File: config.mk
export PLATFORM = sky130hd
export DESIGN_NAME = cursor_list_with_free_pool_top_flat
export DESIGN_NICKNAME = d
export VERILOG_FILES = /design/src/rtl/clp_pkg.sv /design/src/rtl/clp_if.sv /design/src/rtl/clp_store.sv /design/src/rtl/clp_seq.sv /design/src/rtl/cursor_list_with_free_pool_top.sv /design/src/flat_wrapper.sv
export SDC_FILE = /design/constraint.sdc
export NUM_CORES = 1
export LEC_CHECK = 0
export CORE_UTILIZATION = 63
export CTS_CLUSTER_DIAMETER = 50
export DETAILED_ROUTE_END_ITERATION = 6
export DONT_BUFFER_PORTS = 1
export GPL_TIMING_DRIVEN = 0
export PLACE_DENSITY = 0.79
export SETUP_SLACK_MARGIN = 0.1
export SKIP_LAST_GASP = 1
export SYNTH_ARGS = -nofsm -noshare
export SYNTH_HDL_FRONTEND = slang
export SYNTH_SLANG_ARGS = --single-unit
File: constraint.sdc
create_clock -name clk -period 5.8 [get_ports clk]
set_input_delay 0.29 -clock clk [delete_from_list [all_inputs] [get_ports clk]]
set_output_delay 0.29 -clock clk [all_outputs]
set_load 0.03 [all_outputs]
File: src/rtl/clp_pkg.sv
// ----------------------------------------------------------------------------
// clp_pkg
// Field widths, request and status codes and the result type shared by the
// cursor list blocks.
// ----------------------------------------------------------------------------
package clp_pkg;

  localparam int FUNC_W     = 3;
  localparam int VALUE_W    = 32;
  localparam int STATUS_W   = 2;
  localparam int SLOT_W     = 4;
  localparam int MAX_DUMP   = 16;
  localparam int DUMP_CNT_W = $clog2(MAX_DUMP);

  localparam logic [FUNC_W-1:0] FUNC_INS_HEAD   = 3'd0;
  localparam logic [FUNC_W-1:0] FUNC_INS_TAIL   = 3'd1;
  localparam logic [FUNC_W-1:0] FUNC_INS_SORTED = 3'd2;
  localparam logic [FUNC_W-1:0] FUNC_DEL_HEAD   = 3'd3;
  localparam logic [FUNC_W-1:0] FUNC_DEL_TAIL   = 3'd4;
  localparam logic [FUNC_W-1:0] FUNC_DUMP       = 3'd5;

  localparam logic [STATUS_W-1:0] STATUS_DONE     = 2'd0;
  localparam logic [STATUS_W-1:0] STATUS_NO_SPACE = 2'd1;
  localparam logic [STATUS_W-1:0] STATUS_EMPTY    = 2'd2;

  typedef struct packed {
    logic [STATUS_W-1:0]      status;
    logic [SLOT_W-1:0]        slot;
    logic signed [VALUE_W-1:0] value_out;
    logic                     last;
  } res_t;

endpackage

File: src/rtl/clp_if.sv
// ----------------------------------------------------------------------------
// clp_if
// Request and result channels of the cursor list, valid/ready handshake.
// ----------------------------------------------------------------------------
interface clp_req_if import clp_pkg::*; ();
  logic                      valid;
  logic                      ready;
  logic [FUNC_W-1:0]         func;
  logic signed [VALUE_W-1:0] value_in;

  modport source (output valid, func, value_in, input ready);
  modport sink (input valid, func, value_in, output ready);
endinterface

interface clp_res_if import clp_pkg::*; ();
  logic                      valid;
  logic                      ready;
  logic [STATUS_W-1:0]       status;
  logic [SLOT_W-1:0]         slot;
  logic signed [VALUE_W-1:0] value_out;
  logic                      last;

  modport source (output valid, status, slot, value_out, last, input ready);
  modport sink (input valid, status, slot, value_out, last, output ready);
endinterface

File: src/rtl/clp_store.sv
// ----------------------------------------------------------------------------
// clp_store
// Node pool: value memory and link memory with one shared registered read
// port; link entries carry valid bits so unwritten links read as slot + 1.
// ----------------------------------------------------------------------------
module clp_store import clp_pkg::*; #(
  parameter int POOL_NODES = 16,
  parameter int LW         = $clog2(POOL_NODES + 1),
  parameter int AW         = $clog2(POOL_NODES)
) (
  input  logic                      clk,
  input  logic                      rst,
  input  logic                      rd_en,
  input  logic [AW-1:0]             rd_addr,
  output logic [LW-1:0]             rd_link,
  output logic signed [VALUE_W-1:0] rd_value,
  input  logic                      link_we,
  input  logic [AW-1:0]             link_waddr,
  input  logic [LW-1:0]             link_wdata,
  input  logic                      val_we,
  input  logic [AW-1:0]             val_waddr,
  input  logic signed [VALUE_W-1:0] val_wdata
);

  logic signed [VALUE_W-1:0] value_mem [POOL_NODES];
  logic [LW-1:0]             link_mem  [POOL_NODES];
  logic [POOL_NODES-1:0]     link_valid;

  always_ff @(posedge clk) begin
    if (val_we) begin
      value_mem[val_waddr] <= val_wdata;
    end
    if (link_we) begin
      link_mem[link_waddr] <= link_wdata;
    end
    if (rd_en) begin
      rd_value <= value_mem[rd_addr];
      // untouched entries still hold the reset chain i -> i+1
      rd_link  <= link_valid[rd_addr] ? link_mem[rd_addr] : LW'(rd_addr) + LW'(1);
    end
  end

  always_ff @(posedge clk) begin
    if (rst) begin
      link_valid <= '0;
    end else if (link_we) begin
      link_valid[link_waddr] <= 1'b1;
    end
  end

endmodule

File: src/rtl/clp_seq.sv
// ----------------------------------------------------------------------------
// clp_seq
// Request sequencer: allocates and frees slots, walks the list one node per
// read of the pool and emits result beats.
// ----------------------------------------------------------------------------
module clp_seq import clp_pkg::*; #(
  parameter int POOL_NODES = 16,
  parameter int LW         = $clog2(POOL_NODES + 1),
  parameter int AW         = $clog2(POOL_NODES)
) (
  input  logic                      clk,
  input  logic                      rst,
  input  logic                      in_valid,
  output logic                      in_ready,
  input  logic [FUNC_W-1:0]         in_func,
  input  logic signed [VALUE_W-1:0] in_value,
  output logic                      res_valid,
  input  logic                      res_ready,
  output res_t                      res_data,
  output logic                      rd_en,
  output logic [AW-1:0]             rd_addr,
  input  logic [LW-1:0]             rd_link,
  input  logic signed [VALUE_W-1:0] rd_value,
  output logic                      link_we,
  output logic [AW-1:0]             link_waddr,
  output logic [LW-1:0]             link_wdata,
  output logic                      val_we,
  output logic [AW-1:0]             val_waddr,
  output logic signed [VALUE_W-1:0] val_wdata
);

  localparam logic [LW-1:0] NIL = LW'(POOL_NODES);

  typedef enum logic [2:0] {
    S_IDLE, S_ALLOC, S_WALK_RD, S_WALK_CHK, S_FIN1, S_FIN2, S_EMIT
  } state_t;

  state_t                    state;
  logic [FUNC_W-1:0]         op;
  logic signed [VALUE_W-1:0] val;
  logic [LW-1:0]             cur;
  logic [LW-1:0]             prev;
  logic [LW-1:0]             nxt;
  logic [LW-1:0]             ins;
  logic [LW-1:0]             list_head;
  logic [LW-1:0]             free_head;
  logic [DUMP_CNT_W-1:0]     cnt;
  res_t                      res_q;

  logic is_insert;
  logic is_delete;
  logic in_is_insert;
  logic link_is_slot;
  logic prev_is_slot;

  assign is_insert    = (op == FUNC_INS_HEAD) || (op == FUNC_INS_TAIL) ||
                        (op == FUNC_INS_SORTED);
  assign is_delete    = (op == FUNC_DEL_HEAD) || (op == FUNC_DEL_TAIL);
  assign in_is_insert = (in_func == FUNC_INS_HEAD) || (in_func == FUNC_INS_TAIL) ||
                        (in_func == FUNC_INS_SORTED);
  assign link_is_slot = rd_link < NIL;
  assign prev_is_slot = prev < NIL;

  assign in_ready  = (state == S_IDLE);
  assign res_valid = (state == S_EMIT);
  assign res_data  = res_q;

  // pool port control
  always_comb begin
    rd_en      = 1'b0;
    rd_addr    = cur[AW-1:0];
    link_we    = 1'b0;
    link_waddr = ins[AW-1:0];
    link_wdata = cur;
    val_we     = 1'b0;
    val_waddr  = ins[AW-1:0];
    val_wdata  = val;
    case (state)
      S_IDLE: begin
        if (in_is_insert) begin
          rd_addr = free_head[AW-1:0];
          rd_en   = in_valid && (free_head < NIL);
        end else begin
          rd_addr = list_head[AW-1:0];
          rd_en   = in_valid && (list_head < NIL);
        end
      end
      S_ALLOC: val_we = 1'b1;
      S_WALK_RD: rd_en = 1'b1;
      S_FIN1: begin
        if (is_insert) begin
          link_we = 1'b1;
        end else begin
          // unlink: predecessor skips over the removed node
          link_we    = prev_is_slot;
          link_waddr = prev[AW-1:0];
          link_wdata = nxt;
        end
      end
      S_FIN2: begin
        if (is_insert) begin
          link_we    = prev_is_slot;
          link_waddr = prev[AW-1:0];
          link_wdata = ins;
        end else begin
          // freed slot goes to the front of the free list
          link_we    = 1'b1;
          link_waddr = cur[AW-1:0];
          link_wdata = free_head;
        end
      end
      default: ;
    endcase
  end

  always_ff @(posedge clk) begin
    if (rst) begin
      state     <= S_IDLE;
      list_head <= NIL;
      free_head <= '0;
    end else begin
      case (state)
        S_IDLE: begin
          if (in_valid) begin
            op   <= in_func;
            val  <= in_value;
            prev <= NIL;
            cnt  <= '0;
            case (in_func)
              FUNC_INS_HEAD, FUNC_INS_TAIL, FUNC_INS_SORTED: begin
                if (free_head < NIL) begin
                  ins   <= free_head;
                  state <= S_ALLOC;
                end else begin
                  res_q <= '{status: STATUS_NO_SPACE, slot: '0, value_out: '0, last: 1'b1};
                  state <= S_EMIT;
                end
              end
              FUNC_DEL_HEAD, FUNC_DEL_TAIL, FUNC_DUMP: begin
                if (list_head < NIL) begin
                  cur   <= list_head;
                  state <= S_WALK_CHK;
                end else begin
                  res_q <= '{status: STATUS_EMPTY, slot: '0, value_out: '0, last: 1'b1};
                  state <= S_EMIT;
                end
              end
              default: state <= S_IDLE;
            endcase
          end
        end
        S_ALLOC: begin
          free_head <= rd_link;
          cur       <= list_head;
          if (op == FUNC_INS_HEAD || list_head >= NIL) begin
            state <= S_FIN1;
          end else begin
            state <= S_WALK_RD;
          end
        end
        S_WALK_RD: state <= S_WALK_CHK;
        S_WALK_CHK: begin
          case (op)
            FUNC_INS_TAIL: begin
              prev  <= cur;
              cur   <= rd_link;
              state <= link_is_slot ? S_WALK_RD : S_FIN1;
            end
            FUNC_INS_SORTED: begin
              // stop ahead of the first element not below the new value
              if (rd_value < val) begin
                prev  <= cur;
                cur   <= rd_link;
                state <= link_is_slot ? S_WALK_RD : S_FIN1;
              end else begin
                state <= S_FIN1;
              end
            end
            FUNC_DEL_HEAD, FUNC_DEL_TAIL: begin
              nxt <= rd_link;
              if (op == FUNC_DEL_TAIL && link_is_slot) begin
                prev  <= cur;
                cur   <= rd_link;
                state <= S_WALK_RD;
              end else begin
                state <= S_FIN1;
              end
            end
            FUNC_DUMP: begin
              res_q <= '{status: STATUS_DONE, slot: SLOT_W'(cur), value_out: rd_value,
                         last: !link_is_slot || (cnt == DUMP_CNT_W'(MAX_DUMP - 1))};
              cur   <= rd_link;
              cnt   <= cnt + DUMP_CNT_W'(1);
              state <= S_EMIT;
            end
            default: state <= S_IDLE;
          endcase
        end
        S_FIN1: begin
          if (is_delete && !prev_is_slot) begin
            list_head <= nxt;
          end
          state <= S_FIN2;
        end
        S_FIN2: begin
          if (is_insert) begin
            if (!prev_is_slot) begin
              list_head <= ins;
            end
            res_q <= '{status: STATUS_DONE, slot: SLOT_W'(ins), value_out: '0, last: 1'b1};
          end else begin
            free_head <= cur;
            res_q     <= '{status: STATUS_DONE, slot: SLOT_W'(cur), value_out: '0, last: 1'b1};
          end
          state <= S_EMIT;
        end
        S_EMIT: begin
          if (res_ready) begin
            state <= (op == FUNC_DUMP && !res_q.last) ? S_WALK_RD : S_IDLE;
          end
        end
        default: state <= S_IDLE;
      endcase
    end
  end

  // data list and free list never share a slot
  a_heads_apart: assert property (@(posedge clk) disable iff (rst)
    (list_head < NIL && free_head < NIL) |-> list_head != free_head)
    else $error("list head and free head point at the same slot");

  a_fail_beat: assert property (@(posedge clk) disable iff (rst)
    (res_valid && res_data.status != STATUS_DONE) |-> (res_data.slot == '0 && res_data.last))
    else $error("failure beat with nonzero slot or without last");

  a_busy_after_accept: assert property (@(posedge clk) disable iff (rst)
    $fell(in_ready) |-> $past(in_valid))
    else $error("sequencer left idle without a request");

  a_no_write_in_idle: assert property (@(posedge clk) disable iff (rst)
    (state == S_IDLE) |-> !link_we && !val_we)
    else $error("pool written while idle");

endmodule

File: src/rtl/cursor_list_with_free_pool_top.sv
// ----------------------------------------------------------------------------
// cursor_list_with_free_pool_top
// Cursor linked list over a fixed node pool with a free list: insert at head,
// tail or in order, delete head or tail, dump the list.
//
// channel  dir  beat contents
// req      in   func, value_in
// res      out  status, slot, value_out, last
//
// Insert head and delete head work at the front of the list; insert tail or
// sorted and delete tail walk the list (sorted may stop early), and dump
// emits one beat per element. The walk reads one node at a time through the pool's single read port.
// Reset is immediate: link valid bits stand in for the initial free chain.
// Results sit in an output register; the sequencer stalls only when it holds
// a beat that the downstream side has not yet taken.
// ----------------------------------------------------------------------------
module cursor_list_with_free_pool_top import clp_pkg::*; #(
  parameter int POOL_NODES = 16
) (
  input logic        clk,
  input logic        rst,
  clp_req_if.sink    req,
  clp_res_if.source  res
);

  localparam int LW = $clog2(POOL_NODES + 1);
  localparam int AW = $clog2(POOL_NODES);

  logic                      seq_valid;
  logic                      seq_ready;
  res_t                      seq_data;
  logic                      rd_en;
  logic [AW-1:0]             rd_addr;
  logic [LW-1:0]             rd_link;
  logic signed [VALUE_W-1:0] rd_value;
  logic                      link_we;
  logic [AW-1:0]             link_waddr;
  logic [LW-1:0]             link_wdata;
  logic                      val_we;
  logic [AW-1:0]             val_waddr;
  logic signed [VALUE_W-1:0] val_wdata;

  logic out_full;
  res_t out_data;

  clp_seq #(.POOL_NODES(POOL_NODES), .LW(LW), .AW(AW)) u_seq (
    .clk        (clk),
    .rst        (rst),
    .in_valid   (req.valid),
    .in_ready   (req.ready),
    .in_func    (req.func),
    .in_value   (req.value_in),
    .res_valid  (seq_valid),
    .res_ready  (seq_ready),
    .res_data   (seq_data),
    .rd_en      (rd_en),
    .rd_addr    (rd_addr),
    .rd_link    (rd_link),
    .rd_value   (rd_value),
    .link_we    (link_we),
    .link_waddr (link_waddr),
    .link_wdata (link_wdata),
    .val_we     (val_we),
    .val_waddr  (val_waddr),
    .val_wdata  (val_wdata)
  );

  clp_store #(.POOL_NODES(POOL_NODES), .LW(LW), .AW(AW)) u_store (
    .clk        (clk),
    .rst        (rst),
    .rd_en      (rd_en),
    .rd_addr    (rd_addr),
    .rd_link    (rd_link),
    .rd_value   (rd_value),
    .link_we    (link_we),
    .link_waddr (link_waddr),
    .link_wdata (link_wdata),
    .val_we     (val_we),
    .val_waddr  (val_waddr),
    .val_wdata  (val_wdata)
  );

  // output register, refilled in the same cycle it drains
  assign seq_ready = !out_full || res.ready;

  always_ff @(posedge clk) begin
    if (rst) begin
      out_full <= 1'b0;
    end else if (seq_valid && seq_ready) begin
      out_full <= 1'b1;
    end else if (res.ready) begin
      out_full <= 1'b0;
    end
  end

  always_ff @(posedge clk) begin
    if (seq_valid && seq_ready) begin
      out_data <= seq_data;
    end
  end

  assign res.valid     = out_full;
  assign res.status    = out_data.status;
  assign res.slot      = out_data.slot;
  assign res.value_out = out_data.value_out;
  assign res.last      = out_data.last;

endmodule
File: src/flat_wrapper.sv
// flat-port wrapper written by rule: the top's interface ports become plain ports
module cursor_list_with_free_pool_top_flat import clp_pkg::*;
#(
  parameter int POOL_NODES = 16
)
  (clk, rst, req_valid, req_func, req_value_in, req_ready, res_valid, res_status, res_slot, res_value_out, res_last, res_ready);
  clp_req_if req_i ();
  clp_res_if res_i ();
  input logic clk;
  input logic rst;
  input wire logic [$bits(req_i.valid)-1:0] req_valid;
  input wire logic [$bits(req_i.func)-1:0] req_func;
  input wire logic [$bits(req_i.value_in)-1:0] req_value_in;
  output wire logic [$bits(req_i.ready)-1:0] req_ready;
  output wire logic [$bits(res_i.valid)-1:0] res_valid;
  output wire logic [$bits(res_i.status)-1:0] res_status;
  output wire logic [$bits(res_i.slot)-1:0] res_slot;
  output wire logic [$bits(res_i.value_out)-1:0] res_value_out;
  output wire logic [$bits(res_i.last)-1:0] res_last;
  input wire logic [$bits(res_i.ready)-1:0] res_ready;
  assign req_i.valid = req_valid;
  assign req_i.func = req_func;
  assign req_i.value_in = req_value_in;
  assign req_ready = req_i.ready;
  assign res_valid = res_i.valid;
  assign res_status = res_i.status;
  assign res_slot = res_i.slot;
  assign res_value_out = res_i.value_out;
  assign res_last = res_i.last;
  assign res_i.ready = res_ready;
  cursor_list_with_free_pool_top #(.POOL_NODES(POOL_NODES)) u_core (.clk(clk), .rst(rst), .req(req_i), .res(res_i));
endmodule
=== Word level (Yosys, flattened, before mapping) ===
Memories as Yosys holds them, arrays and structs flattened. A register that Yosys moved wholly into a read port is not among the register bits.
Index checks and enable logic that the tools add are counted.

* Flip-flop bits (word level): 172
* Memory bits (writable): 592
* Input bits: 39
* Output and inout bits: 41
* Logic and storage cells: 176
* Memories kept: 2

{| class="wikitable"
|+ Memories
! name !! words !! width !! rd ports !! clocked after Yosys merged registers in !! write ports !! line !! text
|-
| u_core.u_store.value_mem || 16 || 32 || 1 || 1 || 1 || clp_store.sv:25 || <nowiki>logic signed [VALUE_W-1:0] value_mem [POOL_NODES];</nowiki>
|-
| u_core.u_store.link_mem || 16 || 5 || 1 || 0 || 1 || clp_store.sv:26 || <nowiki>logic [LW-1:0] link_mem [POOL_NODES];</nowiki>
|}

* Add/subtract/negate cells: 2
* $lt $le $gt $ge: 9
* Equal/unequal tests: 33
* Muxes and demuxes: 65
* Bitwise operators: 2
* Reduce and logical (&&, ||, !) cells: 42

{| class="wikitable"
|+ Operators with widths
! kind !! count
|-
| 39-bit 2-to-1 mux || 4
|-
| 39-bit one-hot mux with 3 select lines || 1
|-
| 39-bit one-hot mux with 2 select lines || 1
|-
| 5-bit 2-to-1 mux || 15
|-
| 5-bit one-hot mux with 3 select lines || 3
|-
| 5-bit one-hot mux with 2 select lines || 4
|-
| 37-bit 2-to-1 mux || 1
|-
| 32-bit < comparator || 1
|-
| 3-bit 2-to-1 mux || 8
|-
| 4-bit 2-to-1 mux || 6
|-
| 3-bit equality test (second input constant) || 7
|-
| 3-bit one-hot mux with 7 select lines || 1
|-
| 5-bit < comparator (second input constant) || 4
|-
| 3-bit by 2-bit equality test with 1-bit output (second input constant) || 6
|-
| 16-bit OR || 1
|-
| 4-bit one-hot mux with 2 select lines || 2
|-
| 2-bit != test (second input constant) || 7
|-
| 1-bit 2-to-1 mux || 12
|-
| 3-bit != test (second input constant) || 4
|-
| 3-bit one-hot mux with 4 select lines || 1
|-
| 4-bit by 5-bit < comparator with 1-bit output (second input constant) || 2
|-
| 3-bit by 1-bit equality test with 1-bit output (second input constant) || 3
|-
| 3-bit zero test || 3
|-
| 1-bit logical OR || 8
|-
| other kinds (27) || 48
|}

=== Logic depth before layout (Yosys ltp) ===
* Depth in word-level cells: 10
* Mapped depth: 15

=== Cells and area by module ===
A second synthesis with hierarchy kept.

* Cells, all modules: 1649
* Area total of the unflattened synthesis: 31401.4 um^2

{| class="wikitable"
|+ Modules (own cells, without submodules)
! module !! instances !! cells each !! area an instance (um^2) !! sequential area each (um^2)
|-
| clp_store || 1 || 1093 || 24558.6 || 19208.4
|-
| clp_seq || 1 || 512 || 5616.6 || 3203.1
|-
| cursor_list_with_free_pool_top || 1 || 44 || 1226.2 || 1191.1
|}

=== Least setup slack after synthesis ===
No wires, ideal clock.

* Kind: register to register
* Start point: register u_core.u_seq.state[0]
* End point: register u_core.u_seq.res_q, in the netlist u_core.u_seq.res_data[0] (enable)
* Setup time: 0.494 ns
* Arrival: 4.159 ns
* Required time: 5.306 ns
* Slack: 1.147 ns
* Stages on the path, launching flop included: 8
* Path buffers: 3
* Period minus slack after synthesis: 4.653 ns
* Cells stage by stage: dfxtp_1 > buf_6 > or3_1 > buf_6 > clkinv_4 > buf_8 > a31oi_1 > a211oi_1

* Longest elaborated chain between the ends: 3
* Elaborated cells on any way between the ends: 10
* Those cells by class: eq/ne (7); reduce/logical (3)

{| class="wikitable"
|+ RTL lines
! item !! line !! text
|-
| start: declaration || clp_seq.sv:38 || <nowiki>state_t state;</nowiki>
|-
| start signal: assignment || clp_seq.sv:167 || <nowiki>state <= link_is_slot ? S_WALK_RD : S_FIN1;</nowiki>
|-
| start signal: assignment || clp_seq.sv:174 || <nowiki>state <= link_is_slot ? S_WALK_RD : S_FIN1;</nowiki>
|-
| start signal: assignment || clp_seq.sv:219 || <nowiki>state <= (op == FUNC_DUMP && !res_q.last) ? S_WALK_RD : S_IDLE;</nowiki>
|-
| 3-bit zero test (*) || n/a ||
|-
| via req_ready || flat_wrapper.sv:14 || <nowiki>output wire logic [$bits(req_i.ready)-1:0] req_ready;</nowiki>
|-
| 3-bit by 1-bit != test with 1-bit output (no line) (tied with other cells) || n/a ||
|-
| 7-bit AND reduction (no line) (*) || n/a ||
|-
| end signal: assignment || clp_seq.sv:135 || <nowiki>res_q <= '{status: STATUS_NO_SPACE, slot: '0, value_out: '0, last: 1'b1};</nowiki>
|-
| end signal: assignment || clp_seq.sv:144 || <nowiki>res_q <= '{status: STATUS_EMPTY, slot: '0, value_out: '0, last: 1'b1};</nowiki>
|-
| end signal: assignment || clp_seq.sv:190 || <nowiki>res_q <= '{status: STATUS_DONE, slot: SLOT_W'(cur), value_out: rd_value,</nowiki>
|-
| end: declaration || clp_seq.sv:48 || <nowiki>res_t res_q;</nowiki>
|}

Mark *: on every way through the listed nets, which the timed path passes. The rest lies on a longest branch.
A chain may end at the register's enable or synchronous reset.

=== Worst setup path after layout ===
* Start point: register u_core.u_seq.state[0]
* End point: register u_core.u_store.rd_link[4], data pin

* Longest elaborated chain between the ends: 5
* Elaborated cells on any way between the ends: 7
* Those cells by class: add/sub (1); mux (4); reduce/logical (1); memory (1)

{| class="wikitable"
|+ RTL lines
! item !! line !! text
|-
| 3-bit zero test (*) || clp_seq.sv:78 || <nowiki>case (state)</nowiki>
|-
| 4-bit 2-to-1 mux (*) || clp_seq.sv:78 ||
|-
| 1-bit binary-select mux with 4-bit select || clp_store.sv:39 || <nowiki>rd_link <= link_valid[rd_addr] ? link_mem[rd_addr] : LW'(rd_addr) + LW'(1);</nowiki>
|-
| 1-bit 2-to-1 mux (not written as such) || clp_store.sv:39 ||
|-
| 5-bit 2-to-1 mux (*) || clp_store.sv:39 ||
|-
| end signal: assignment || clp_store.sv:39 ||
|-
| end: declaration || clp_store.sv:15 || <nowiki>output logic [LW-1:0] rd_link,</nowiki>
|}

Every way passes the cells marked *; elsewhere a longest branch is shown, timed or not. The select of a mux whose other input is x is not followed.

==> results.txt <==
- Total Die Area: between 50000 and 60000 um2
* CTS buffer count: 80
- Routability-driven placement finished with a final weighted congestion of between 0.8 and 0.9.
- Synth async-reset ratio: 0%
- Nature of the critical path endpoint: flip-flop
- Crit-path max FO: 10
* Top FF cell, synth: sky130_fd_sc_hd__edfxtp_1
- Fraction of final layout cells sized beyond drive strength 1: 12.6%
- For this run, the top clock speed supported by timing is 0.259 GHz.
- Antenna cells: 0
* Mapped Nets: 2370
- Synthesis instantiated just under 70 different standard cells from the library.
- Unrepaired setup endpoints after global routing: false
- In this run, synthesis inferred 766 flip-flops with an integrated enable.
- 80 I/O pins were placed.
- Global-route wire length before repair: ~130000 um
- The H-tree was split into 3 levels.
- Relative to the synthesized area, the layout overhead comes to 14.1%.
* Signal arrival time at the worst endpoint: 4.22 ns
* Vias per cell: 6.49
- Resized Gates After CTS: 0
- Slew HR: 10.8%
- Total overflow reported by the global router: 0
* Largest net degree at the start of global routing: 28
- Input and output buffers added on the ports amount to 0.
* Global router's overall resource usage: about a third
- From left edge to right edge, the die measures about 230 um.
* Post-route DRC: 0
* Minimum clock period: 3.86 ns
- Data on the critical path is required at its endpoint by between 6 and 7 ns.
- Post-Syn Instances: roughly 2300
- Number of sinks handled by clock tree synthesis: between 700 and 800
- Hold slack: 0.0712 ns
- In this run the deepest clock path goes through 3 buffers.
- The library cells used most frequently in the layout, excluding fill and tap cells, are sky130_fd_sc_hd__edfxtp_1 (766), sky130_fd_sc_hd__nand2_1 (355), sky130_fd_sc_hd__nand3_1 (225).
- Measured slew at the worst slew-check pin: 1.33 ns
- Power per cell area: 585 nW/um2
- The clock reaches the later pin of the worst-skew pair after 0.64 ns.
- Critical path class: reg -> reg
- Flop and latch count out of synthesis: 796
- The final count of pins violating max slew is 0.
* Total of max-cap violations: 0
* Min-delay worst type: in -> reg
* Sequential cell area fraction in the yosys report: 73.0%
- Status: complete, no violations
- The mapped netlist covers 32300 um2.
* Final setup TNS: 0 ns
* Area of the core: 50400 um2
- OpenSTA, run right after detailed placement, puts the worst setup slack at roughly 2 ns.
* Clock transition time at the flip-flop clock pins of the worst setup and hold paths: 0.06 ns
* Leak: between 10 and 15 nW
- Net count reported at finish: 2531
* Share of the clock period used by the worst path after layout: between 60% and 70%
* Total iterations of the first detailed-routing run: 5
- Clock tree skew after final layout: 0.0300 ns
- Remaining number of nets flagged by the antenna check after routing: 0
- Number of antenna violations at the first check in global routing: 3
* Initial Utilization: 64.2%
* YS warnings: 0
- The number of global-route vias before repair was slightly above 20000.
- Cells fill 73.3% of the core in the end.
- Vias: 20700
- Number of DRC markers in iteration 0: 2718
- Worst Setup Start Kind: flip-flop
* Cell at the root of the clock tree: sky130_fd_sc_hd__clkbuf_16
* Avg Inst Size Synth: 14.1 um2
* Most frequent standard cell in the layout excluding fill and tap cells: sky130_fd_sc_hd__edfxtp_1
* Detailed Route WL: roughly 85000 um
- Worst setup slack after layout: between 1.5 and 2 ns
* TritonCTS clock tree: yes
- Setup violations remaining at the end of the flow were counted as 0.
- The number of hold violations in the final report was 0.
- In this run the vertical extent of the chip is 229 um.
* Number of rows in the core area: 82
- After clock tree synthesis, the setup repair step added 0 buffers.
* Final HPWL from detailed placement: about 56000 um
- Routed len/inst: roughly 27 um
- Maximum ir drop on the vdd rail: 394 uV
[flip-flops by register name, summed over array words and instances, names as in the netlist, 5 cells and up]
name / cells
u_core.u_store.rd_value: 32
u_core.u_store.link_mem: 80
u_core.u_seq.list_head: 5
u_core.u_seq.val_wdata: 32
u_core.u_store.link_valid: 16
u_core.res.value_out: 32
u_core.u_seq.res_data: 39
u_core.u_store.value_mem: 512
u_core.u_seq.prev: 5
u_core.u_seq.cur: 5
u_core.u_seq.free_head: 5
u_core.u_seq.nxt: 5
u_core.u_seq.ins: 5
u_core.u_store.rd_link: 5
[cell usage after synthesis (4+ instances only)]
| cell | n | area (um2) |
|---|---|---|
| sky130_fd_sc_hd__a211oi_1 | 76 | 571 |
| sky130_fd_sc_hd__a21o_1 | 10 | 75.1 |
| sky130_fd_sc_hd__a21oi_1 | 75 | 375 |
| sky130_fd_sc_hd__a22oi_1 | 9 | 67.6 |
| sky130_fd_sc_hd__a311oi_1 | 11 | 96.3 |
| sky130_fd_sc_hd__a31oi_1 | 6 | 37.5 |
| sky130_fd_sc_hd__and2_1 | 44 | 275 |
| sky130_fd_sc_hd__and3_1 | 4 | 25.0 |
| sky130_fd_sc_hd__buf_1 | 18 | 67.6 |
| sky130_fd_sc_hd__buf_2 | 34 | 170 |
| sky130_fd_sc_hd__buf_6 | 5 | 56.3 |
| sky130_fd_sc_hd__clkbuf_1 | 68 | 255 |
| sky130_fd_sc_hd__dfxtp_1 | 30 | 601 |
| sky130_fd_sc_hd__edfxtp_1 | 766 | 23000 |
| sky130_fd_sc_hd__ha_1 | 33 | 413 |
| sky130_fd_sc_hd__inv_1 | 36 | 135 |
| sky130_fd_sc_hd__mux2_1 | 4 | 45.0 |
| sky130_fd_sc_hd__mux2_2 | 68 | 766 |
| sky130_fd_sc_hd__mux2i_1 | 98 | 981 |
| sky130_fd_sc_hd__nand2_1 | 355 | 1330 |
| sky130_fd_sc_hd__nand2b_1 | 8 | 50.1 |
| sky130_fd_sc_hd__nand3_1 | 225 | 1130 |
| sky130_fd_sc_hd__nand3b_1 | 5 | 37.5 |
| sky130_fd_sc_hd__nand4_1 | 11 | 68.8 |
| sky130_fd_sc_hd__nor2_1 | 132 | 495 |
| sky130_fd_sc_hd__nor2b_1 | 16 | 100 |
| sky130_fd_sc_hd__nor3_1 | 15 | 75.1 |
| sky130_fd_sc_hd__nor3b_1 | 9 | 67.6 |
| sky130_fd_sc_hd__o211ai_1 | 4 | 30.0 |
| sky130_fd_sc_hd__o21ai_0 | 19 | 95.1 |
| sky130_fd_sc_hd__o21ba_2 | 10 | 100 |
| sky130_fd_sc_hd__o2bb2ai_1 | 4 | 35.0 |
| sky130_fd_sc_hd__or3_1 | 35 | 219 |
[logic make-up (layout without fill, tap and decap cells)]
logic type / after synthesis / after routing / share of synthesized area [%]
AOI/OAI and AO/OA: 256 / 256 / 5.52
DFF: 796 / 796 / 73.0
and+or+nand+nor: 869 / 869 / 12.2
xor gates and xnor gates: 5 / 5 / 0.135
muxes: 170 / 170 / 5.54
buffers and inverters: 168 / 387 / 2.30
adders and majority gates: 34 / 34 / 1.31
[worst paths after layout]
path,start,endpoint,depth (start not counted),slack [ns]
worst max-delay path,u_core.u_seq.state[0],u_core.u_store.rd_link[4],15,1.94
worst min-delay path,req_valid,u_core.u_seq.val_wdata[29],1,0.07
worst max register to register,u_core.u_seq.state[0],u_core.u_store.rd_link[4],15,1.94
worst min register to register,u_core.u_seq.res_data[27],u_core.res.value_out[26],0,0.42
[power by group]
part / internal (mW) / switching (mW) / total (mW)
registers: 7.18 / 0.387 / 7.57
clock network: 2.95 / 2.18 / 5.13
logic: 2.80 / 6.10 / 8.90
[metrics by stage]
stage | instance area (um2) | cells | total power [mW]
6_report | 36900 | 3189 | 21.6
5_1_grt | 36900 | 3189 | 22.4
4_1_cts | 36900 | 3188 | 21.4
3_5_place_dp | 33900 | 3011 | 16.2
3_3_place_gp | 33200 | 2970 | 15.8
2_1_floorplan | 32300 | 2298 | 13.0
[routing by layer]
layer	vias up	global-route usage [%]	routed length, um
met5	-	0	12
met4	2	14.5	3220
met3	222	6.14	9560
met2	1426	51.3	40100
met1	10100	44.9	32100
li1	8885	-	-
[critical path: stages, from the launching register on]
cell and delay, ns:
sky130_fd_sc_hd__dfxtp_1 0.31, sky130_fd_sc_hd__buf_6 0.13, sky130_fd_sc_hd__or3_1 0.35, sky130_fd_sc_hd__buf_6 0.17, sky130_fd_sc_hd__clkinv_4 0.06, sky130_fd_sc_hd__nor2_1 0.03, sky130_fd_sc_hd__a21o_1 0.15, sky130_fd_sc_hd__buf_2 0.18
sky130_fd_sc_hd__inv_2 0.17, sky130_fd_sc_hd__buf_2 0.29, sky130_fd_sc_hd__buf_2 0.36, sky130_fd_sc_hd__buf_1 0.75, sky130_fd_sc_hd__nand3_1 0.15, sky130_fd_sc_hd__nand4_1 0.15, sky130_fd_sc_hd__and3_1 0.21, sky130_fd_sc_hd__a21oi_1 0.12
[what timing repair did]
action                                  CTS  global route
endpoints found under the setup margin    0             0
hold endpoints to repair                 41             0
hold buffers                             37             0
[layout make-up]
type	count	area, um2
Sequential cell	796	23600
Fill cell	3070	13500
Multi-Input combinational cell	1334	8150
Clock buffer	93	2090
Timing Repair Buffer	79	995
Tap cell	672	841
Buffer	130	597
Clock inverter	47	478
Inverter	38	148
(Power assumes the default switching activity.)
